### src/sv/wfm_pkg.sv
`timescale 1ns / 1ps
// Shared constants, types and helper functions for the windowed FFT magnitude block.
// No dependencies.
package wfm_pkg;

  localparam int MAX_POINTS  = 128;
  localparam int PTR_W       = 7;
  localparam int CNT_W       = 8;
  localparam int SAMPLE_BITS = 16;
  localparam int WORK_BITS   = 24;
  localparam int BITS_W      = 3;

  localparam int MUL_A_W = 32;
  localparam int MUL_B_W = 25;
  localparam int MUL_P_W = 57;

  localparam int SQ_IN_W  = 48;
  localparam int SQ_OUT_W = 24;

  localparam int DIV_N_W = 18;
  localparam int DIV_D_W = 8;

  localparam logic [30:0] SIN_C1  = 31'd1686629713;
  localparam logic [30:0] SIN_C3  = 31'd693598668;
  localparam logic [30:0] SIN_C5  = 31'd85569299;
  localparam logic [30:0] SIN_C7  = 31'd5026996;
  localparam logic [30:0] SIN_C9  = 31'd172272;
  localparam logic [30:0] SIN_C11 = 31'd3864;

  typedef struct packed {
    logic signed [WORK_BITS-1:0] re;
    logic signed [WORK_BITS-1:0] im;
  } work_t;

  typedef struct packed {
    logic [DIV_N_W-1:0] quo;
    logic [DIV_D_W-1:0] rem;
  } div_res_t;

  // Horner coefficient for step hk (C9 down to C1)
  function automatic logic [30:0] sin_coef(input logic [2:0] hk);
    logic [30:0] c;
    case (hk)
      3'd0: c = SIN_C9;
      3'd1: c = SIN_C7;
      3'd2: c = SIN_C5;
      3'd3: c = SIN_C3;
      3'd4: c = SIN_C1;
      default: c = '0;
    endcase
    return c;
  endfunction

  // log2 of the transform size for a frame of m samples (m >= 2)
  function automatic logic [BITS_W-1:0] frame_bits(input logic [CNT_W-1:0] m);
    logic [CNT_W-1:0] mm;
    logic [BITS_W-1:0] res;
    mm  = m - 8'd1;
    res = '0;
    for (int b = 0; b < PTR_W; b++) begin
      if (mm[b]) res = BITS_W'(b + 1);
    end
    return res;
  endfunction

  function automatic logic [PTR_W-1:0] bit_rev(input logic [PTR_W-1:0] i,
                                               input logic [BITS_W-1:0] bits);
    logic [PTR_W-1:0] r;
    for (int b = 0; b < PTR_W; b++) begin
      r[b] = i[PTR_W-1-b];
    end
    return r >> (3'd7 - bits);
  endfunction

  function automatic logic signed [WORK_BITS-1:0] sat_work(input logic signed [27:0] v);
    logic signed [WORK_BITS-1:0] r;
    if (v > 28'sd8388607) r = 24'sh7FFFFF;
    else if (v < -28'sd8388608) r = 24'sh800000;
    else r = v[WORK_BITS-1:0];
    return r;
  endfunction

endpackage

### src/sv/wfm_mul.sv
`timescale 1ns / 1ps
// Shared signed multiplier with registered product.
// Uses wfm_pkg.
module wfm_mul (
  input  logic                                  clk,
  input  logic signed [wfm_pkg::MUL_A_W-1:0]    a,
  input  logic signed [wfm_pkg::MUL_B_W-1:0]    b,
  output logic signed [wfm_pkg::MUL_P_W-1:0]    prod_r
);

  always_ff @(posedge clk) begin
    prod_r <= wfm_pkg::MUL_P_W'(a) * wfm_pkg::MUL_P_W'(b);
  end

endmodule

### config.mk
export PLATFORM = sky130hd
export DESIGN_NAME = wfm_mul
export DESIGN_NICKNAME = d
export VERILOG_FILES = /design/src/sv/wfm_pkg.sv /design/src/sv/wfm_mul.sv
export SDC_FILE = /design/constraint.sdc
export NUM_CORES = 2
export LEC_CHECK = 0
export BUFFER_PORTS_ARGS = -buffer_cell sky130_fd_sc_hd__buf_2
export CORE_UTILIZATION = 55
export CTS_CLUSTER_SIZE = 14
export DETAILED_ROUTE_END_ITERATION = 10
export GPL_ROUTABILITY_DRIVEN = 0
export PLACE_DENSITY = 0.72
export SYNTH_ARGS = -nofsm -noshare
export SYNTH_HDL_FRONTEND = slang
export SYNTH_SLANG_ARGS = --single-unit
export TNS_END_PERCENT = 1
### constraint.sdc
create_clock -name clk -period 11.65 [get_ports clk]
set_input_delay 1.7475 -clock clk [delete_from_list [all_inputs] [get_ports clk]]
set_output_delay 1.7475 -clock clk [all_outputs]
set_load 0.02 [all_outputs]
---- Word level (Yosys, flattened, before mapping) ----
Index checks and enable logic that the tools add are counted.
operators by class
  multipliers ............................. 1
operators by type and width
  kind              number
  $mul A32 B25 Y57  1
word-level totals
  register bits after elaboration ......... 57
  input bits .............................. 58
  output and inout bits ................... 57
  word-level logic and storage cells ...... 2

---- Depth between registers and ports, before layout ----
  depth after elaboration ................. 1
  gate-level depth with buffers ........... 26
  depth with buffers taken out ............ 25

---- Least setup slack after synthesis ----
Ideal clock, no wire load.
  path kind ............................... input-to-reg
  from .................................... input a[31] (netlist name)
  to ...................................... register prod_r[55] (netlist name)
  stages on the path ...................... 24
  data arrival time ....................... 7.966 ns
  setup slack ............................. 3.552 ns
  path buffers ............................ 1
  setup time .............................. 0.132 ns
  cells stage by stage .................... clkbuf_1 nand2_1 inv_1 fa_1 fa_1 inv_1 fa_1 inv_1 fa_1 inv_1 fa_1 fa_1 fa_1 inv_1 ha_1 a21o_1 a21o_1 a21o_1 a21o_1 a21oi_1 o21ai_0 a21oi_1 o41ai_2 xor2_1
between the ends
  word-level cells in the longest chain between the ends .. 1
ends and longest elaborated chain
  element               line           source
  from (decl)           wfm_mul.sv:6   input logic signed [wfm_pkg::MUL_A_W-1:0] a,
  $mul A32 B25 Y57      wfm_mul.sv:12  prod_r <= wfm_pkg::MUL_P_W'(a) * wfm_pkg::MUL_P_W'(b);
  to (signal assigned)  wfm_mul.sv:12
  to (decl)             wfm_mul.sv:8   output logic signed [wfm_pkg::MUL_P_W-1:0] prod_r
No other way between the ends.

---- Worst setup path in the final report ----
  from .................................... input a[31] (netlist name)
  to ...................................... register prod_r[53] (netlist name)
Same word-level chain as after synthesis.

==> results.py <==
metrics = {
    "finish": {
        "largest-register": "prod_r",
        "layout_common_cells": "inv_1, fa_1, nand2_1, and2_1, ha_1",
        "seqCellArea_mm2": 0.001141,
        "fin_util_pct": 58.44,
        "final_layout_size_suffix_gt1_share_pct": 4.922,
        "fillers": 4586,
        "largest_reg_flops": 57,
        "multiInputGateArea_mm2": 0.02470,
        "layout.nets": 4217,
        "instances_no_fill": 3880,
        "reg_top3": "prod_r x57",
        "syn_to_final_growth_pct": 4.239,
        "final_common_cell": "inv_1",
    },
    "global_route": {
        "grt_start_max_net_pins": 33,
        "grt-ovfl-total": 0,
        "grt_pass1_vias": 23770,
        "antenna_found_initial": 6,
        "grt_usage_pct": 30.07,
        "grt_pass1_wl_mm": 124.7,
    },
    "timing": {
        "setup_viol": 0,
        "fin_crit_ns": 9.810,
        "hold_viol": 0,
        "drv_slew": 0,
        "tightest_slew_ns": 1.065,
        "layout_worst_path_cycle_share_pct": 84.21,
        "grt_setup_unrepaired": "no",
        "setup_tns_ns": 0,
        "relSlewSlack_pct": 28.97,
        "fmax_ghz": 0.1019,
    },
    "worst_setup_path": {
        "critPathArrivalTime_ns": 10.09,
        "startpoint": "a[31]",
        "worstPathRequired_ns": 11.93,
        "criticalPathCategory": "input port to flip-flop",
        "endpoint_kind": "flip-flop",
        "start_kind": "input port",
        "crit_path_max_fanout": 25,
    },
    "clocking": {
        "cts_setup_buffers": 0,
        "clockBufferDepth": 2,
        "clock_sinks": 57,
        "cts_buffers": 9,
        "cts_tree": "done",
        "cts_max_level": 3,
        "cts_hold_buf": 0,
        "cts_root_buf": "clkbuf_16",
        "cts_resized": 0,
        "clk_transition_reported_paths_ns": 0.06,
    },
    "drt": {
        "totalWireLength_mm": 75.32,
        "vias": 21030,
        "avgViaCountPerCell": 5.419,
        "drc": 8,
        "wl_per_cell_um": 19.41,
        "antenna_left": 0,
        "drt_first_pass_iters": 11,
        "drt-initial-drc-count": 1346,
    },
    "synthesis": {
        "synthesis.area_mm2": 0.02964,
        "synth-edff-count": 0,
        "yosys_warnings": 0,
        "syn_nets": 4236,
        "async_flop_share_pct": 0,
        "synthCells": 3204,
        "synth_top_flop_cell": "dfxtp_1",
        "ys_ff_latch": 57,
        "synth_cell_types": 63,
        "avgSynthCellArea_um2": 9.250,
        "seq_area_frac_synth_pct": 3.850,
    },
    "floorplan": {
        "fp.coreArea_mm2": 0.05287,
        "die_x_um": 234.1,
        "die_h_um": 234.1,
        "rows": 84,
        "io_pins": 115,
        "die_area_mm2": 0.05482,
        "start_util_pct": 56.06,
    },
    "placement": {
        "dp_cells": 3862,
        "io_buffer_count": 114,
        "place_hpwl_mm": 61.13,
    },
    "outcome": {
        "outcome": "complete, but fails checks",
        "failed_checks": "DRC",
    },
    "job": {
        "maxCapViolCount": 0,
    },
    "min_path": {
        "hold_start": "b[0]",
        "hold_class": "input port to flip-flop",
    },
}
## Yosys cell counts (26+ instances only)
master    count  area share (%)
fa_1        819              55
ha_1        155             6.5
clkbuf_1    147             1.9
a21o_1       26            0.66
xnor2_1      45             1.3
nor2_1       50            0.63
and2_1      397             8.4
a21oi_1      52            0.88
nand2_1     410             5.2
inv_1       860              11
o21ai_0      40            0.68
dfxtp_1      57             3.9
## stage by stage
| stage | worst slack, ns | hold WS (ns) | area, um2 |
|---|---|---|---|
| after global placement | 1.566 | 2.164 | 30560 |
| after detailed placement | 1.544 | 2.163 | 30570 |
| final | 1.840 | 1.922 | 30890 |
| after global routing | 1.506 | 1.921 | 30890 |
| after CTS | 1.906 | 1.903 | 30890 |
| after floorplan | 3.552 | 1.875 | 29640 |
## final timing paths
check	end	cells after the start	slack (ns)
setup / recovery	prod_r[53]	21	1.84
hold / removal	prod_r[0]	2	1.92
## metal layers
layer / up-vias / part of all wire [%] / track usage (%) / wire length [um]
li1: 9066 / - / - / -
met3: 212 / 7.4 / 5.727 / 5576
met5: - / 0.10 / 0 / 75
met4: 12 / 4.3 / 12.93 / 3275
met1: 10900 / 38 / 37.61 / 28810
met2: 837 / 50 / 51.00 / 37590
## layout make-up
cell class	instances	share of cell area, %
clock buffer	9	0.7290
timing repair buffer	123	2.066
sequential	57	3.694
inverter	860	10.45
antenna	2	0.01620
multi-input combinational	2134	79.96
clock inverter	7	0.3038
tap	688	2.787
## worst max-delay path, cell delays in order
cell,delay [ns]
buf_2,0.47
nand2_1,0.21
inv_1,0.17
fa_1,0.58
fa_1,0.50
fa_1,1.06
inv_1,0.42
fa_1,0.59
inv_1,0.05
fa_1,0.57
fa_1,0.45
ha_1,0.45
and3_1,0.34
nand2_1,0.09
nor2_1,0.26
nand2_1,0.24
a311oi_2,0.90
o21ai_0,0.24
and4b_1,0.25
or3_1,0.36
o311ai_0,0.10
## cell families after synthesis
family	synth area share (%)
buffers and inverters	12.84
adders and majority gates	61.87
and+or+nand+nor	15.53
AOI/OAI and AO/OA	4.133
xor gates and xnor gates	1.773
DFF	3.850
Power is left out: the tool's default activity adds up to more than one toggle a clock period on the data nets, which glitch-free logic cannot reach.
