<file path="config.mk">
export PLATFORM = sky130hd
export DESIGN_NAME = wfm_isqrt
export DESIGN_NICKNAME = d
export VERILOG_FILES = /design/src/sv/wfm_pkg.sv /design/src/sv/wfm_isqrt.sv
export SDC_FILE = /design/constraint.sdc
export NUM_CORES = 1
export LEC_CHECK = 0
export BUFFER_PORTS_ARGS = -buffer_cell sky130_fd_sc_hd__buf_2
export CAP_MARGIN = 5
export CORE_MARGIN = 10
export CORE_UTILIZATION = 42
export DETAILED_ROUTE_END_ITERATION = 8
export GPL_TIMING_DRIVEN = 1
export PLACE_DENSITY = 0.69
export SLEW_MARGIN = 5
export SYNTH_ARGS = -nofsm -noshare
export SYNTH_HDL_FRONTEND = slang
export SYNTH_SLANG_ARGS = --single-unit
</file>
<file path="constraint.sdc">
create_clock -name clk -period 3.05 [get_ports clk]
set_clock_uncertainty 0.05 [all_clocks]
set_input_delay 0 -clock clk [delete_from_list [all_inputs] [get_ports clk]]
set_output_delay 0 -clock clk [all_outputs]
set_load 0.005 [all_outputs]
</file>
<file path="src/sv/wfm_pkg.sv">
`timescale 1ns / 1ps
// Shared constants, types and helper functions for the windowed FFT magnitude block.
// No dependencies.
package wfm_pkg;

  localparam int MAX_POINTS  = 128;
  localparam int PTR_W       = 7;
  localparam int CNT_W       = 8;
  localparam int SAMPLE_BITS = 16;
  localparam int WORK_BITS   = 24;
  localparam int BITS_W      = 3;

  localparam int MUL_A_W = 32;
  localparam int MUL_B_W = 25;
  localparam int MUL_P_W = 57;

  localparam int SQ_IN_W  = 48;
  localparam int SQ_OUT_W = 24;

  localparam int DIV_N_W = 18;
  localparam int DIV_D_W = 8;

  localparam logic [30:0] SIN_C1  = 31'd1686629713;
  localparam logic [30:0] SIN_C3  = 31'd693598668;
  localparam logic [30:0] SIN_C5  = 31'd85569299;
  localparam logic [30:0] SIN_C7  = 31'd5026996;
  localparam logic [30:0] SIN_C9  = 31'd172272;
  localparam logic [30:0] SIN_C11 = 31'd3864;

  typedef struct packed {
    logic signed [WORK_BITS-1:0] re;
    logic signed [WORK_BITS-1:0] im;
  } work_t;

  typedef struct packed {
    logic [DIV_N_W-1:0] quo;
    logic [DIV_D_W-1:0] rem;
  } div_res_t;

  // Horner coefficient for step hk (C9 down to C1)
  function automatic logic [30:0] sin_coef(input logic [2:0] hk);
    logic [30:0] c;
    case (hk)
      3'd0: c = SIN_C9;
      3'd1: c = SIN_C7;
      3'd2: c = SIN_C5;
      3'd3: c = SIN_C3;
      3'd4: c = SIN_C1;
      default: c = '0;
    endcase
    return c;
  endfunction

  // log2 of the transform size for a frame of m samples (m >= 2)
  function automatic logic [BITS_W-1:0] frame_bits(input logic [CNT_W-1:0] m);
    logic [CNT_W-1:0] mm;
    logic [BITS_W-1:0] res;
    mm  = m - 8'd1;
    res = '0;
    for (int b = 0; b < PTR_W; b++) begin
      if (mm[b]) res = BITS_W'(b + 1);
    end
    return res;
  endfunction

  function automatic logic [PTR_W-1:0] bit_rev(input logic [PTR_W-1:0] i,
                                               input logic [BITS_W-1:0] bits);
    logic [PTR_W-1:0] r;
    for (int b = 0; b < PTR_W; b++) begin
      r[b] = i[PTR_W-1-b];
    end
    return r >> (3'd7 - bits);
  endfunction

  function automatic logic signed [WORK_BITS-1:0] sat_work(input logic signed [27:0] v);
    logic signed [WORK_BITS-1:0] r;
    if (v > 28'sd8388607) r = 24'sh7FFFFF;
    else if (v < -28'sd8388608) r = 24'sh800000;
    else r = v[WORK_BITS-1:0];
    return r;
  endfunction

endpackage

</file>
<file path="src/sv/wfm_isqrt.sv">
`timescale 1ns / 1ps
// Integer square root, two radicand bits per cycle.
// Uses wfm_pkg.
module wfm_isqrt (
  input  logic                          clk,
  input  logic                          rst_n,
  input  logic                          start,
  input  logic [wfm_pkg::SQ_IN_W-1:0]   op,
  output logic                          done_r,
  output logic [wfm_pkg::SQ_OUT_W-1:0]  root_r
);

  logic [wfm_pkg::SQ_IN_W-1:0] op_r;
  logic [26:0]                 rem_r;
  logic [26:0]                 rt;
  logic [26:0]                 trial;
  logic [4:0]                  cnt_r;
  logic                        busy_r;

  assign rt    = {rem_r[24:0], op_r[wfm_pkg::SQ_IN_W-1 -: 2]};
  assign trial = {1'b0, root_r, 2'b01};

  always_ff @(posedge clk) begin
    if (!rst_n) begin
      busy_r <= 1'b0;
      done_r <= 1'b0;
      cnt_r  <= '0;
    end else begin
      done_r <= 1'b0;
      if (start) begin
        busy_r <= 1'b1;
        cnt_r  <= '0;
        op_r   <= op;
        rem_r  <= '0;
        root_r <= '0;
      end else if (busy_r) begin
        op_r <= op_r << 2;
        if (rt >= trial) begin
          rem_r  <= rt - trial;
          root_r <= {root_r[wfm_pkg::SQ_OUT_W-2:0], 1'b1};
        end else begin
          rem_r  <= rt;
          root_r <= {root_r[wfm_pkg::SQ_OUT_W-2:0], 1'b0};
        end
        cnt_r <= cnt_r + 5'd1;
        if (cnt_r == 5'(wfm_pkg::SQ_OUT_W - 1)) begin
          busy_r <= 1'b0;
          done_r <= 1'b1;
        end
      end
    end
  end

endmodule

</file>
Yosys cells after proc, flatten, opt, wreduce, memory -nomap -nowiden
Index checks and enable logic that the tools add are counted.
- flip-flop bits (word level): 104
- input port bits: 51
- output and inout bits: 25
- reduce and logical (&&, ||, !) cells: 4
- $add $sub $neg: 2
- magnitude comparators: 1
- bitwise logic cells: 2
- equality and inequality tests: 1
- multiplexer cells: 10
- operators with widths (kind ; count):
    48-bit two-way mux ; 2
    25-bit two-way mux ; 2
    27-bit by 26-bit >= comparator with 1-bit output ; 1
    25-bit subtractor ; 1
    24-bit two-way mux ; 1
    5-bit by 1-bit adder with 5-bit output (second input constant) ; 1
    5-bit equality test (second input constant) ; 1
    1-bit two-way mux ; 5
    3-bit OR reduction ; 1
    1-bit inverter ; 2
    2-bit AND reduction ; 1
    2-bit nonzero test ; 1
    2-bit OR reduction ; 1

Depth between registers and ports, before layout
- word-level depth: 4
- depth in mapped cells: 14

Worst setup path before layout
No wires, ideal clock.
- path kind: reg-to-reg
- from: reg busy_r
- to: reg busy_r
- cell stages (with the launch flop): 4
- arrival time: 3198 ps
- path slack: -266 ps
- library setup time: 68 ps
- clock period less this slack: 3316 ps
- buffers on the path: 1
- cell sequence: dfxtp_1 clkbuf_1 o21a_1 o41a_1
- longest elaborated chain between the ends: 2
- ends and longest elaborated chain (element ; RTL line ; source):
    start: declaration ; wfm_isqrt.sv:18 ; logic busy_r;
    start signal: assignment ; wfm_isqrt.sv:25 ; busy_r <= 1'b0;
    start signal: assignment ; wfm_isqrt.sv:31 ; busy_r <= 1'b1;
    start signal: assignment ; wfm_isqrt.sv:47 ; busy_r <= 1'b0;
    1-bit two-way mux ; wfm_isqrt.sv:36 ; end else if (busy_r) begin
    1-bit two-way mux ; wfm_isqrt.sv:30 ; if (start) begin
Every way passes these cells.
A chain may end at the register's enable or synchronous reset.

Final worst setup path
- from: reg rem_r[21]
- to: reg rem_r[21], data pin
- longest elaborated chain between the ends: 3
- ends and longest elaborated chain (element ; RTL line ; source):
    start: declaration ; wfm_isqrt.sv:14 ; logic [26:0] rem_r;
    start signal: assignment ; wfm_isqrt.sv:39 ; rem_r <= rt - trial;
    start signal: assignment ; wfm_isqrt.sv:42 ; rem_r <= rt;
    27-bit by 26-bit >= comparator with 1-bit output ; wfm_isqrt.sv:38 ; if (rt >= trial) begin
    25-bit two-way mux ; wfm_isqrt.sv:38 ;
    25-bit two-way mux ; wfm_isqrt.sv:36 ;
Every way passes these cells. The select of a mux whose other input is x is not followed.

==> results.cfg <==
[setup_path]
critical_path.endpoint_type = flop
timing.setup.critical_path_class = flop to flop
cp_data_required_time_ns = 3.21
crit_fanout = 10
timing.critical_path.arrival_ns = 3.08
critical_path.startpoint_type = flop

[synthesis]
mean_instance_size_in_the_synthesized_netlist_um2 = 12.07
synth.top_cells.by_area = edfxtp_1 51%, mux2_2 9.2%, ha_1 6.0%
synth_largest_type_area_fraction = 0.5147
synth-seq-cells = 104
syn_inst = 469
postSynth.asyncResetShare = 0
count_of_cell_types_in_the_netlist = 57
dominantRegCellSynth = edfxtp_1
synthMostInstantiatedCell = edfxtp_1
synthesis.area_mm2 = 0.005659
synth_nets = 547
yosysWarningCount = 0
synth_top_cells_by_count = 97 x edfxtp_1, 55 x nor2_1, 46 x mux2_2
number_of_synthesized_flops_with_an_enable_pin = 97
ys_seq_area_frac = 0.5395
synth_top_area_cell = edfxtp_1

[placed_design]
port_buffers = 75
placed_cells_incl_taps = 711
gpl.final_weighted_congestion = 0.8818
detailedPlacementHpwl_mm = 9.124

[power]
total_switching_power_mw = 1.033
power.leakage_nw = 2.836
power_density_mw_per_mm2 = 536.1
ir_drop_uv = 386.2
power_switching_share = 0.2726
cellInternalPower_mw = 2.756
pwr-share-comb = 0.237
power_frac_clock = 0.302
seqPwrFrac = 0.461

[cts]
clk_path_buf_depth = 2
clock_tree.htree_level_count = 3
clk_transition_reported_paths_ns = 0.07
clock_insertion_delay_worst_skew_ns = 0.35
clock_sink_count = 104
cts_root_buf = clkbuf_16
total_clock_buffers_created_by_cts = 9
tritoncts_clock_tree = done

[worst_hold_path]
worst_hold_path_type = input port to flop

[die]
start_util = 0.4273
io-pin-count = 76
design.core.area_mm2 = 0.01324
die-area_mm2 = 0.01852
std_cell_rows = 42
chipWidth_um = 136.1
die_h_um = 136.1

[layout]
num_antenna_cells = 0
final_layout_size_suffix_gt1_frac = 0.2783
final_net_count = 675
area.growth.synth_to_final_pct = 24.89
final_cells = 776

[detailed_routing]
vias = 4070
dr.pass1.iters = 5
finalWirelength_mm = 13.20
drc = 0
wl_per_cell_um = 17.01
route.detailed.vias_per_inst = 5.245
drtAntennaViolNets = 0
dr.first_iter.drc_count = 328

[timing]
finalSetupViolCount = 0
post-route-period-util = 0.9552
max-slew-margin-rel = 0.5763
fmax_mhz = 343.2
post-route-min-period_ns = 2.913
slew_violations = 0
hold_viol = 0
fin_tns_setup_ns = 0
grt_setup_unrepaired = false
worst-slew-pin-transition_ns = 0.6356

[global_routing]
grt_use_total = 0.1472
largest_net_degree_at_the_start_of_global_routing = 45
first_global_vias = 4312
grt_pass1_wl_mm = 21.75
grt-ovfl-total = 0
antenna_found_initial = 0

[outcome]
outcome = finished clean

[job]
maxCapViolCount = 0
==> cell families after synthesis <==
family                   after synthesis  synth area share
buffers and inverters                 52           0.04068
multiplexers                          64            0.1234
AO/OA/AOI/OAI                         81            0.1006
XOR/XNOR                              25           0.03869
AND/OR/NAND/NOR                      116           0.09750
flip-flops                           104            0.5395
adder cells (fa/ha/maj)               27           0.05969
==> placed cells by master, fill, tap and decap left out, types with 9 or more instances in the layout <==
| master | count |
|---|---|
| a21oi_1 | 18 |
| buf_2 | 74 |
| buf_4 | 16 |
| clkbuf_16 | 9 |
| dlygate4sd3_1 | 49 |
| edfxtp_1 | 97 |
| ha_1 | 26 |
| inv_1 | 30 |
| mux2_2 | 46 |
| mux2i_1 | 18 |
| nand2_1 | 20 |
| nor2_1 | 55 |
| o21ai_0 | 14 |
| xnor2_1 | 17 |
==> worst max-delay path, stage by stage, from the launching register on <==
cell	delay, ns
edfxtp_1	0.44
ha_1	0.38
nand4b_1	0.18
or4_1	0.53
nor2_1	0.12
a21oi_1	0.16
o31a_1	0.19
buf_4	0.21
a2111o_1	0.37
a21oi_2	0.13
==> power groups by stage <==
stage / clock (mW) / sequential (mW) / combinational [mW]
2_1_floorplan: 0 / 1.76 / 0.625
3_3_place_gp: 0 / 1.77 / 0.797
3_5_place_dp: 0 / 1.78 / 0.821
4_1_cts: 1.18 / 1.75 / 0.876
5_1_grt: 1.23 / 1.76 / 0.992
6_report: 1.15 / 1.75 / 0.897
==> stage by stage <==
stage / utilization / total power, mW / hold WS (ns) / setup slack [ns] / cell area, um2
5_1_grt: 0.5337 / 3.980 / 0.1617 / 0.008207 / 7068
2_1_floorplan: - / 2.387 / 0.1538 / 0.3844 / 5660
3_5_place_dp: 0.4716 / 2.596 / 0.2451 / 0.1010 / 6245
6_report: 0.5337 / 3.789 / 0.1398 / 0.1365 / 7068
3_3_place_gp: 0.4716 / 2.568 / 0.2354 / 0.2218 / 6245
4_1_cts: 0.5299 / 3.805 / 0.1191 / 0.07355 / 7017
==> area by class of cell <==
cell class | instances | area (um2)
clock buffers | 9 | 225.2
well taps | 176 | 220.2
repair buffers | 139 | 980.9
inverters | 30 | 112.6
multi-input cells | 313 | 2420
fillers | 1170 | 6175
flip-flops and latches | 104 | 3053
clock inverters | 5 | 56.30
==> worst paths after layout <==
check | from | to | slack, ns | depth (start not counted)
max reg2reg | rem_r[21]$_SDFFCE_PP0P_ | rem_r[21]$_SDFFCE_PP0P_ | 0.14 | 9
min reg2reg | cnt_r[2]$_SDFFE_PP0P_ | done_r$_SDFF_PP0_ | 0.44 | 2
max | rem_r[21]$_SDFFCE_PP0P_ | rem_r[21]$_SDFFCE_PP0P_ | 0.14 | 9
min | start | root_r[22]$_SDFFCE_PP0P_ | 0.14 | 2
==> per-layer routing <==
metal  vias to the layer above  routed length, um  global-route usage
met5                         -                  0                   0
li1                       1982                  -                   -
met3                        15                989             0.05646
met1                      1943               5474              0.1694
met4                         0                187             0.04556
met2                       130               6549              0.2478
==> what timing repair did <==
item,CTS,global route
setup endpoints to repair,0,24
hold endpoints to repair,54,0
hold buffers,49,0
setup buffers,0,2
gates resized for setup,0,7
==> state kept, by name, indices dropped and copies added, names as in the netlist <==
| register | flops |
|---|---|
| rem_r | 25 |
| root_r | 24 |
| op_r | 48 |
| done_r | 1 |
| busy_r | 1 |
| cnt_r | 5 |
Note: power is estimated with default switching activity, not from simulation.
