[src/sv/wfm_pkg.sv]
`timescale 1ns / 1ps
// Shared constants, types and helper functions for the windowed FFT magnitude block.
// No dependencies.
package wfm_pkg;

  localparam int MAX_POINTS  = 128;
  localparam int PTR_W       = 7;
  localparam int CNT_W       = 8;
  localparam int SAMPLE_BITS = 16;
  localparam int WORK_BITS   = 24;
  localparam int BITS_W      = 3;

  localparam int MUL_A_W = 32;
  localparam int MUL_B_W = 25;
  localparam int MUL_P_W = 57;

  localparam int SQ_IN_W  = 48;
  localparam int SQ_OUT_W = 24;

  localparam int DIV_N_W = 18;
  localparam int DIV_D_W = 8;

  localparam logic [30:0] SIN_C1  = 31'd1686629713;
  localparam logic [30:0] SIN_C3  = 31'd693598668;
  localparam logic [30:0] SIN_C5  = 31'd85569299;
  localparam logic [30:0] SIN_C7  = 31'd5026996;
  localparam logic [30:0] SIN_C9  = 31'd172272;
  localparam logic [30:0] SIN_C11 = 31'd3864;

  typedef struct packed {
    logic signed [WORK_BITS-1:0] re;
    logic signed [WORK_BITS-1:0] im;
  } work_t;

  typedef struct packed {
    logic [DIV_N_W-1:0] quo;
    logic [DIV_D_W-1:0] rem;
  } div_res_t;

  // Horner coefficient for step hk (C9 down to C1)
  function automatic logic [30:0] sin_coef(input logic [2:0] hk);
    logic [30:0] c;
    case (hk)
      3'd0: c = SIN_C9;
      3'd1: c = SIN_C7;
      3'd2: c = SIN_C5;
      3'd3: c = SIN_C3;
      3'd4: c = SIN_C1;
      default: c = '0;
    endcase
    return c;
  endfunction

  // log2 of the transform size for a frame of m samples (m >= 2)
  function automatic logic [BITS_W-1:0] frame_bits(input logic [CNT_W-1:0] m);
    logic [CNT_W-1:0] mm;
    logic [BITS_W-1:0] res;
    mm  = m - 8'd1;
    res = '0;
    for (int b = 0; b < PTR_W; b++) begin
      if (mm[b]) res = BITS_W'(b + 1);
    end
    return res;
  endfunction

  function automatic logic [PTR_W-1:0] bit_rev(input logic [PTR_W-1:0] i,
                                               input logic [BITS_W-1:0] bits);
    logic [PTR_W-1:0] r;
    for (int b = 0; b < PTR_W; b++) begin
      r[b] = i[PTR_W-1-b];
    end
    return r >> (3'd7 - bits);
  endfunction

  function automatic logic signed [WORK_BITS-1:0] sat_work(input logic signed [27:0] v);
    logic signed [WORK_BITS-1:0] r;
    if (v > 28'sd8388607) r = 24'sh7FFFFF;
    else if (v < -28'sd8388608) r = 24'sh800000;
    else r = v[WORK_BITS-1:0];
    return r;
  endfunction

endpackage

[src/sv/wfm_div.sv]
`timescale 1ns / 1ps
// Restoring divider, one quotient bit per cycle.
// Uses wfm_pkg.
module wfm_div (
  input  logic                          clk,
  input  logic                          rst_n,
  input  logic                          start,
  input  logic [wfm_pkg::DIV_N_W-1:0]   num,
  input  logic [wfm_pkg::DIV_D_W-1:0]   den,
  output logic                          done_r,
  output wfm_pkg::div_res_t             res
);

  logic [wfm_pkg::DIV_N_W-1:0] n_r;
  logic [wfm_pkg::DIV_D_W-1:0] d_r;
  logic [wfm_pkg::DIV_D_W-1:0] rem_r;
  logic [4:0]                  cnt_r;
  logic                        busy_r;
  logic [wfm_pkg::DIV_D_W:0]   rt;
  logic                        qb;

  assign rt = {rem_r, n_r[wfm_pkg::DIV_N_W-1]};
  assign qb = (rt >= {1'b0, d_r});
  assign res.quo = n_r;
  assign res.rem = rem_r;

  always_ff @(posedge clk) begin
    if (!rst_n) begin
      busy_r <= 1'b0;
      done_r <= 1'b0;
      cnt_r  <= '0;
    end else begin
      done_r <= 1'b0;
      if (start) begin
        busy_r <= 1'b1;
        cnt_r  <= '0;
        n_r    <= num;
        d_r    <= den;
        rem_r  <= '0;
      end else if (busy_r) begin
        rem_r <= qb ? wfm_pkg::DIV_D_W'(rt - {1'b0, d_r}) : rt[wfm_pkg::DIV_D_W-1:0];
        n_r   <= {n_r[wfm_pkg::DIV_N_W-2:0], qb};
        cnt_r <= cnt_r + 5'd1;
        if (cnt_r == 5'(wfm_pkg::DIV_N_W - 1)) begin
          busy_r <= 1'b0;
          done_r <= 1'b1;
        end
      end
    end
  end

endmodule

[config.mk]
export PLATFORM = sky130hd
export DESIGN_NAME = wfm_div
export DESIGN_NICKNAME = d
export VERILOG_FILES = /design/src/sv/wfm_pkg.sv /design/src/sv/wfm_div.sv
export SDC_FILE = /design/constraint.sdc
export NUM_CORES = 1
export LEC_CHECK = 0
export ABC_AREA = 1
export BUFFER_PORTS_ARGS = -buffer_cell sky130_fd_sc_hd__buf_2
export CAP_MARGIN = 20
export CORE_MARGIN = 3
export CORE_UTILIZATION = 57
export CTS_CLUSTER_SIZE = 12
export DETAILED_ROUTE_END_ITERATION = 8
export GPL_TIMING_DRIVEN = 0
export PLACE_DENSITY = 0.83
export RECOVER_POWER = 100
export SLEW_MARGIN = 10
export SYNTH_ARGS = -nofsm -noshare
export SYNTH_HDL_FRONTEND = slang
export SYNTH_SLANG_ARGS = --single-unit
[constraint.sdc]
create_clock -name clk -period 3.8 [get_ports clk]
set_input_delay 0.57 -clock clk [delete_from_list [all_inputs] [get_ports clk]]
set_output_delay 0.57 -clock clk [all_outputs]
set_load 0.02 [all_outputs]
After elaboration in Yosys (flattened, before gate mapping) --
Cells that the tools add are included.
Storage, ports and cells: register bits after elaboration 41, latch bits 0, bits in writable memories 0, memory bits (read-only) 0, input bits 29, output and inout bits 27, logic and storage cells 25, memories kept 0
Operators by class: $add $sub $neg 2, $mul 0, div/mod/pow operators 0, order comparisons 1, equal/unequal tests 1, shifts and indexed selects 0, mux-type cells 8, bitwise logic cells 2, reduce and logical (&&, ||, !) cells 5
Operators by type and width (number):
- $mux 18 | 2
- $mux 8 | 2
- $ge 9x8->1 | 1
- $sub 8x8->8 | 1
- $add 5x1->5 const B | 1
- $eq 5x5->1 const B | 1
- $mux 1 | 4
- $reduce_and 2->1 | 2
- $reduce_or 3->1 | 1
- $not 1->1 | 2
- $reduce_bool 2->1 | 1
- $reduce_or 2->1 | 1

Logic depth before layout (Yosys ltp) --
Gate-level depths: netlist of the first run.
word-level depth 4, gate-level depth with buffers 12, gate-level depth less buffers 12

Worst setup path after synthesis of the first run --
Ideal clock, no wire load.
path kind input-to-reg, start point input start, end point register n_r[0] in the netlist's numbering, enable pin, data arrival time 2088 ps, required time 3381 ps, path slack 1293 ps, stages 2, path buffers 0, path through clkinv_1 a21oi_1
Between the ends: word-level cells in the longest chain between the ends 2
Ends and longest elaborated chain:
- from (decl) | RTL line wfm_div.sv:7 | input logic start,
- $reduce_bool 2->1 (no line)
- $reduce_and 2->1 (no line)
- to (signal assigned) | RTL line wfm_div.sv:37 | n_r <= num;
- to (signal assigned) | RTL line wfm_div.sv:42 | n_r <= {n_r[wfm_pkg::DIV_N_W-2:0], qb};
- to (decl) | RTL line wfm_div.sv:14 | logic [wfm_pkg::DIV_N_W-1:0] n_r;
No other way between the ends. A chain may end at the register's enable or synchronous reset.

Worst setup path after layout of the first run --
start point input start, end point register busy_r
Between the ends: word-level cells in the longest chain between the ends 1
Ends and longest elaborated chain:
- $mux 1 | RTL line wfm_div.sv:34 | if (start) begin
- to (signal assigned) | RTL line wfm_div.sv:29 | busy_r <= 1'b0;
- to (signal assigned) | RTL line wfm_div.sv:35 | busy_r <= 1'b1;
- to (signal assigned) | RTL line wfm_div.sv:45 | busy_r <= 1'b0;
- to (decl) | RTL line wfm_div.sv:18 | logic busy_r;
No other way between the ends.

==> summary.txt, run 1 <==
Global routing
  • Initial antenna violation count: 0
  • GRT overflow: 0
  • First-pass GRT wire length: 7440 µm
  • Vias in the first global route: 1693
  • Total track usage: 21.5%
  • Largest net degree at the start of global routing: 28

Clock tree
  • Clock sinks: 41
  • CTS root buffer: clkbuf_8
  • CTS H-Tree Depth: 2
  • Gates resized, CTS repair: 0
  • Clock-pin slew on the worst setup and hold paths: 80 ps
  • TritonCTS clock tree: done
  • Post-CTS Repair Setup Buffers: 0
  • Clock Path Buffers: 2
  • Post-CTS Hold Fix Bufs: 0
  • Worst-skew pair later-pin latency: 290 ps
  • Total CTS buffers: 5

Setup path
  • R2r startpoint: rem_r[5]
  • FF-to-FF End: rem_r[2]
  • Worst Path Max Fanout: 27
  • Slowest Stage Delay on Critical Path: 1140 ps
  • Slowest cell on the critical path: a21oi_2
  • Worst Reg-to-Reg Cells: 9
  • Critical path capture point type: flop
  • CP startpoint kind: primary input
  • Cell breakdown of the critical path: clkbuf_1, clkinv_1, a21oi_2, o21ai_0, inv_1
  • Reg-to-reg slack, setup: 1550 ps
  • Critical path arrival: 2570 ps
  • Required time worst endpoint: 4030 ps
  • Crit Path Category: in2reg

Placement
  • Placed wire-length estimate: 3520 µm
  • Routability cong.: 0.832
  • Pre-CTS WS: 1660 ps
  • Port buffer count: 55

Worst hold path
  • Hold EP: d_r[7]
  • Worst Hold Depth: 1
  • Min-delay worst type: in2reg
  • HP Start: den[7]

Layout
  • Fillers: 322
  • Reg area: 1160 µm²
  • Layout cell share with drive strength beyond 1: 15.6%
  • Multi-input logic area: 895 µm²
  • Nets: 353
  • Antenna diodes: 0
  • Area growth from synthesis to layout: 16.9%
  • Finished Core Util: 70.2%

Logic synthesis
  • Number of synthesized register bits: 41
  • Yosys top cell area share: 45.7%
  • Synth area leaders: edfxtp_1 46%, nand2_1 15%, dfxtp_1 6.3%
  • Number of synthesized flops with an enable pin: 34
  • Async set or reset register ratio after synthesis: 0%
  • Sequential-to-total area share from yosys stat: 52.0%
  • Synth area leader: edfxtp_1
  • Ys Warns: 0
  • Cell Area, Synth: 2230 µm²
  • Synth cell types: 32
  • Mean area per synthesized cell: 8.89 µm²
  • Cells after Synth: 251
  • Post-synth top flop: edfxtp_1
  • Mapped Nets: 291
  • Count leader, synth: nand2_1
  • Top cells by count, synth: 89 x nand2_1, 35 x inv_1, 34 x edfxtp_1, 20 x nor2_1, 10 x ha_1

Timing
  • Tmin final: 2340 ps
  • Max Clk Rate: 428 MHz
  • Worst slew pin tran: 1450 ps
  • Fin crit share: 61.5%
  • Slew margin rel.: 3.28%
  • Final setup fails: 0
  • Clock skew: 2.70 ps
  • Final Hold Vio Count: 0
  • Final setup TNS: 0 ps
  • Pins Over Slew Limit: 0
  • Fin worst setup slack: 1460 ps
  • RSZ-0062 raised after global routing: false

Die
  • DIE WIDTH: 68.6 µm
  • Ports: 56
  • Starting density of the core: 60.1%
  • Die Y: 68.6 µm
  • Core footprint: 3720 µm²
  • Die ar.: 4700 µm²
  • Row cnt: 22

Pwr
  • Pwr dens: 425 nW/µm²
  • Max VDD drop: 0.000324 V
  • Leak: 0.00124 µW

Route
  • DRC errors left: 0
  • Routed len/inst: 12.8 µm
  • Routed WL: 4620 µm
  • DR vias/cell: 5.02
  • Drt pass-1 iters: 4
  • DR iter-0 viols: 70
  • Via count: 1818
  • Antenna-violating nets left: 0

Flow run
  • Maxcap violations: 0

Status
  • Status: completed
-- flip-flops by register name (all words and copies together) (netlist names) --
signal / flops
n_r: 18
d_r: 8
rem_r: 8
cnt_r: 5
busy_r: 1
done_r: 1
-- metal layers --
layer	track usage (%)	share of wire (%)	vias up
met2	36.6	49	67
met3	6.65	8.0	5
met4	6.45	0.69	0
met1	26.0	42	824
met5	0	0	-
li1	-	-	922
-- metrics by stage --
step	std cells	total power, µW	hold slack (ps)	instance area, µm²
final	362	1110	451	2610
after global routing	362	1160	442	2610
after CTS	362	1130	445	2680
after detailed placement	354	819	517	2580
after global placement	354	809	508	2570
after floorplan	251	745	478	2230
-- cell type report --
class | count | share of cell area [%]
Inverter | 37 | 5.32
Tap cell | 48 | 2.30
Timing Repair Buffer | 55 | 9.16
Multi-Input combinational cell | 169 | 34.3
Buffer | 4 | 0.575
Clock buffer | 7 | 3.69
Sequential cell | 41 | 44.5
Clock inverter | 1 | 0.192
-- worst max-delay path: cells and delay by family --
family | cells | cell delay (ps)
compound gates | 2 | 1390
buf+inv | 3 | 610
-- cell families (layout without fill, tap and decap cells) --
family          after synthesis  after routing  synth area share, %
compound gates               12             12                 3.87
fa+ha+maj                    11             11                 6.50
simple gates                143            143                 29.5
flops                        41             41                 52.0
buf+inv                      41            104                 6.95
xor+xnor                      3              3                 1.18
-- where the power goes --
part | switching, µW | leakage (µW) | total [µW] | internal (µW)
clock network | 147 | 0.0000542 | 311 | 164
logic | 165 | 0.000803 | 252 | 87.0
registers | 19.5 | 0.000383 | 545 | 526
-- placed cells by master (no fill, tap or decap), types with 2 or more instances in the layout --
| cell | count |
|---|---|
| nor3_1 | 3 |
| nand3b_1 | 4 |
| edfxtp_1 | 34 |
| nand2_1 | 90 |
| xnor2_1 | 2 |
| nor2_2 | 4 |
| nand2_4 | 3 |
| nor2_1 | 20 |
| buf_2 | 26 |
| clkbuf_8 | 7 |
| dfxtp_1 | 7 |
| clkbuf_1 | 33 |
| ha_1 | 10 |
| nand3_1 | 8 |
| a21oi_1 | 6 |
| nor4_1 | 2 |
| o21ai_0 | 3 |
| inv_1 | 35 |
| nand4_1 | 2 |
| nand2_2 | 2 |
-- worst max-delay path by stage --
stage / slack [ps] / cells after the start / endpoint / from
global route: 1270 / 5 / busy_r / start
floorplan: 1290 / 2 / n_r[0] / start
CTS: 1920 / 9 / rem_r[2] / rem_r[5]
finish: 1460 / 5 / busy_r / start
global placement: 490 / 3 / n_r[10] / start
detailed placement: 1660 / 5 / busy_r / start
No activity file was read; power rests on OpenSTA's default activity.
==> inputs of run 2 (changes only) <==
--- a/config.mk
+++ b/config.mk
@@ -5,15 +5,15 @@
 export SDC_FILE = /design/constraint.sdc
 export NUM_CORES = 1
 export LEC_CHECK = 0
-export ABC_AREA = 1
+export ABC_AREA = 0
 export BUFFER_PORTS_ARGS = -buffer_cell sky130_fd_sc_hd__buf_2
 export CAP_MARGIN = 20
 export CORE_MARGIN = 3
-export CORE_UTILIZATION = 57
+export CORE_UTILIZATION = 52
 export CTS_CLUSTER_SIZE = 12
 export DETAILED_ROUTE_END_ITERATION = 8
 export GPL_TIMING_DRIVEN = 0
-export PLACE_DENSITY = 0.83
+export PLACE_DENSITY = 0.77
 export RECOVER_POWER = 100
 export SLEW_MARGIN = 10
 export SYNTH_ARGS = -nofsm -noshare
==> constraint.sdc (replaced) <==
create_clock -name clk -period 2.2 [get_ports clk]
set_input_delay 0.33 -clock clk [delete_from_list [all_inputs] [get_ports clk]]
set_output_delay 0.33 -clock clk [all_outputs]
set_load 0.02 [all_outputs]
==> run 2 against run 1 <==
Effect of this change:
- via count fell by 17%
- sequential power rose by 72%
- critical path depth rose by 1
- worst hold slack got worse by 250 ps
- sequential share of layout area rose by 1.6 points
- non-clock buffer count rose by 3
- largest cell class unchanged
==> summary.txt, run 2 <==
Status
  • Status: completed (unchanged)

Timing
  • Fin crit share: 95.9%
  • Clock skew: 9.95 ps (was 2.70 ps)
  • Max Clk Rate: 474 MHz
  • Slew margin rel.: 61.7% (was 3.28%)
  • Pins Over Slew Limit: 0 (unchanged)
  • Final setup TNS: 0 ps (unchanged)
  • Final Hold Vio Count: 0 (unchanged)
  • Worst slew pin tran: 575 ps (was 1450 ps)
  • Hold_ws: 206 ps (was 451 ps)
  • Tmin final: 2110 ps
  • Fin worst setup slack: 90.9 ps (was 1460 ps)
  • Final setup fails: 0 (unchanged)

Die
  • Ports: 56 (unchanged)
  • Die ar.: 4840 µm² (was 4700 µm²)
  • Row cnt: 22 (unchanged)
  • Starting density of the core: 55.7% (was 60.1%)
  • Core footprint: 3770 µm² (was 3720 µm²)
  • Die Y: 69.6 µm (was 68.6 µm)
  • DIE WIDTH: 69.6 µm (was 68.6 µm)

Setup path
  • Crit Path Category: reg2reg (was in2reg)
  • CP startpoint kind: flop (was primary input)
  • Worst Path Max Fanout: 6 (was 27)
  • Critical path capture point type: flop (unchanged)
  • Required time worst endpoint: 2240 ps (was 4030 ps)
  • Critical path arrival: 2150 ps (was 2570 ps)

Logic synthesis
  • Count leader, synth: edfxtp_1 (was nand2_1)
  • Mapped Nets: 198 (was 291)
  • Mean area per synthesized cell: 13.3 µm² (was 8.89 µm²)
  • Ys Warns: 0 (unchanged)
  • Number of synthesized flops with an enable pin: 34 (unchanged)
  • Number of synthesized register bits: 41 (unchanged)
  • Synth area leaders: edfxtp_1 49%, mux2_2 9.6%, dfxtp_1 6.7% (was edfxtp_1 46%, nand2_1 15%, dfxtp_1 6.3%)
  • Cells after Synth: 158 (was 251)
  • Yosys top cell area share: 48.6% (was 45.7%)
  • Async set or reset register ratio after synthesis: 0% (unchanged)
  • Top cells by count, synth: 34 x edfxtp_1, 18 x mux2_2, 11 x inv_1, 10 x ha_1 (was 89 x nand2_1, 35 x inv_1, 34 x edfxtp_1, 20 x nor2_1, 10 x ha_1)
  • Synth cell types: 44 (was 32)
  • Sequential-to-total area share from yosys stat: 55.2% (was 52.0%)
  • Synth area leader: edfxtp_1 (unchanged)
  • Post-synth top flop: edfxtp_1 (unchanged)
  • Cell Area, Synth: 2100 µm² (was 2230 µm²)

Placement
  • Port buffer count: 54 (was 55)
  • Placed wire-length estimate: 3130 µm (was 3520 µm)
  • Pre-CTS WS: 23.8 ps (was 1660 ps)
  • Routability cong.: 0.814 (was 0.832)

Clock tree
  • CTS H-Tree Depth: 2 (unchanged)
  • Clock Path Buffers: 2 (unchanged)
  • Clock sinks: 41 (unchanged)
  • TritonCTS clock tree: done (unchanged)
  • Total CTS buffers: 5 (unchanged)
  • Worst-skew pair later-pin latency: 290 ps (about the same)
  • CTS root buffer: clkbuf_8 (unchanged)
  • Post-CTS Hold Fix Bufs: 0 (unchanged)
  • Clock-pin slew on the worst setup and hold paths: 80 ps (about the same)

Pwr
  • Switching power total: 514 µW (was 331 µW)
  • Sw Share: 27.8% (was 29.9%)
  • Max VDD drop: 0.000446 V (was 0.000324 V)
  • Pwr dens: 734 nW/µm² (was 425 nW/µm²)
  • Leak: 0.000963 µW (was 0.00124 µW)
  • Clk pwr share: 27.2% (was 28.1%)
  • Comb power frac: 22.0% (was 22.7%)
  • Sequential share of power: 50.8% (was 49.2%)
  • Int Pwr: 1330 µW (was 777 µW)
  • Pwr Total: 1850 µW (was 1110 µW)

Layout
  • Top Registers: n_r x18, d_r x8, rem_r x8 (unchanged)
  • Largest register by flop count: n_r (unchanged)
  • Largest register FFs: 18 (unchanged)
  • Commonest non-fill, non-tap cell in the layout: edfxtp_1 (was nand2_1)
  • Reg area: 1160 µm² (unchanged)
  • Layout cell share with drive strength beyond 1: 30.4% (was 15.6%)
  • Antenna diodes: 0 (unchanged)
  • Area growth from synthesis to layout: 19.8% (was 16.9%)
  • Multi-input logic area: 875 µm² (was 895 µm²)
  • Most frequent cells in the layout: 34 x edfxtp_1, 31 x clkbuf_1, 28 x buf_2 (was 90 x nand2_1, 35 x inv_1, 34 x edfxtp_1)
  • Fillers: 291 (was 322)
  • Nets: 263 (was 353)

Route
  • Met2 Wirelength: 2230 µm (was 2280 µm)
  • DR iter-0 viols: 70 (unchanged)
  • Top routing layer in use: met4 (unchanged)
  • DR vias/cell: 5.57 (was 5.02)
  • Routed len/inst: 15.7 µm (was 12.8 µm)
  • WL met3: 240 µm (was 369 µm)
  • WL met1: 1740 µm (was 1940 µm)
  • Via count: 1515 (was 1818)
  • DRC errors left: 0 (unchanged)
  • Antenna-violating nets left: 0 (unchanged)
  • Drt pass-1 iters: 4 (unchanged)
  • Routed WL: 4280 µm (was 4620 µm)

Global routing
  • Vias in the first global route: 1566 (was 1693)
  • Total track usage: 18.4% (was 21.5%)
  • Initial antenna violation count: 0 (unchanged)
  • Largest net degree at the start of global routing: 28 (unchanged)
  • First-pass GRT wire length: 7030 µm (was 7440 µm)
  • GRT overflow: 0 (unchanged)

Worst hold path
  • Min-delay worst type: in2reg (unchanged)

Flow run
  • Maxcap violations: 0 (unchanged)
-- run 2: final timing paths --
check	slack (ps)	cells after the start	to	startpoint
worst max-delay path	90	6	n_r[0]	rem_r[0]
worst min-delay path	210	1	d_r[7]	den[7]
worst max register to register	90	6	n_r[0]	rem_r[0]
worst min register to register	530	2	cnt_r[4]	cnt_r[4]
-- run 2: area by class of cell --
type | instances | share of cell area, %
Inverter | 11 | 1.64
Multi-Input combinational cell | 102 | 34.7
Tap cell | 48 | 2.39
Clock buffer | 8 | 3.58
Timing Repair Buffer | 58 | 10.5
Buffer | 4 | 0.994
Sequential cell | 41 | 46.1
-- run 2: routing by layer --
layer  up-vias  track usage (%)
li1        726                -
met1       732             21.1
met2        49             32.3
met3         8             5.36
met4         0             6.51
met5         -                0
-- run 2: power by group through the flow --
stage          combinational [µW]  sequential (µW)  clock [µW]
3_5_place_dp                  398              955           0
2_1_floorplan                 244              994           0
4_1_cts                       399              938         510
5_1_grt                       444              943         550
3_3_place_gp                  382              951           0
6_report                      407              938         503
-- run 2: what timing repair did --
| action | 4_1_cts | 5_1_grt |
|---|---|---|
| gates resized for setup | 0 | 2 |
| setup buffers | 0 | 3 |
| endpoints found under the setup margin | 0 | 2 |
-- run 2: cells by family (layout without fill, tap and decap cells) --
logic type | count (synthesis) | in the layout | share of synthesized area [%]
and+or+nand+nor | 35 | 35 | 10.5
xor gates and xnor gates | 5 | 5 | 2.08
adders and majority gates | 11 | 11 | 6.90
buffers and inverters | 15 | 81 | 3.15
muxes | 18 | 18 | 9.64
DFF | 41 | 41 | 55.2
AOI/OAI and AO/OA | 33 | 33 | 12.5
-- run 2: worst max-delay path, stage by stage (launching register included) --
cell,delay (ps)
edfxtp_1,450
ha_1,370
nor2b_1,170
o21ai_2,270
a31o_4,260
nand2_2,90
mux2_2,270
-- run 2: metrics by stage --
step                cell area, µm²  cells  util (%)
floorplan                     2100    158         -
global placement              2430    260      64.5
detailed placement            2430    260      64.5
CTS                           2520    268      66.9
global route                  2520    272      66.8
finish                        2520    272      66.8
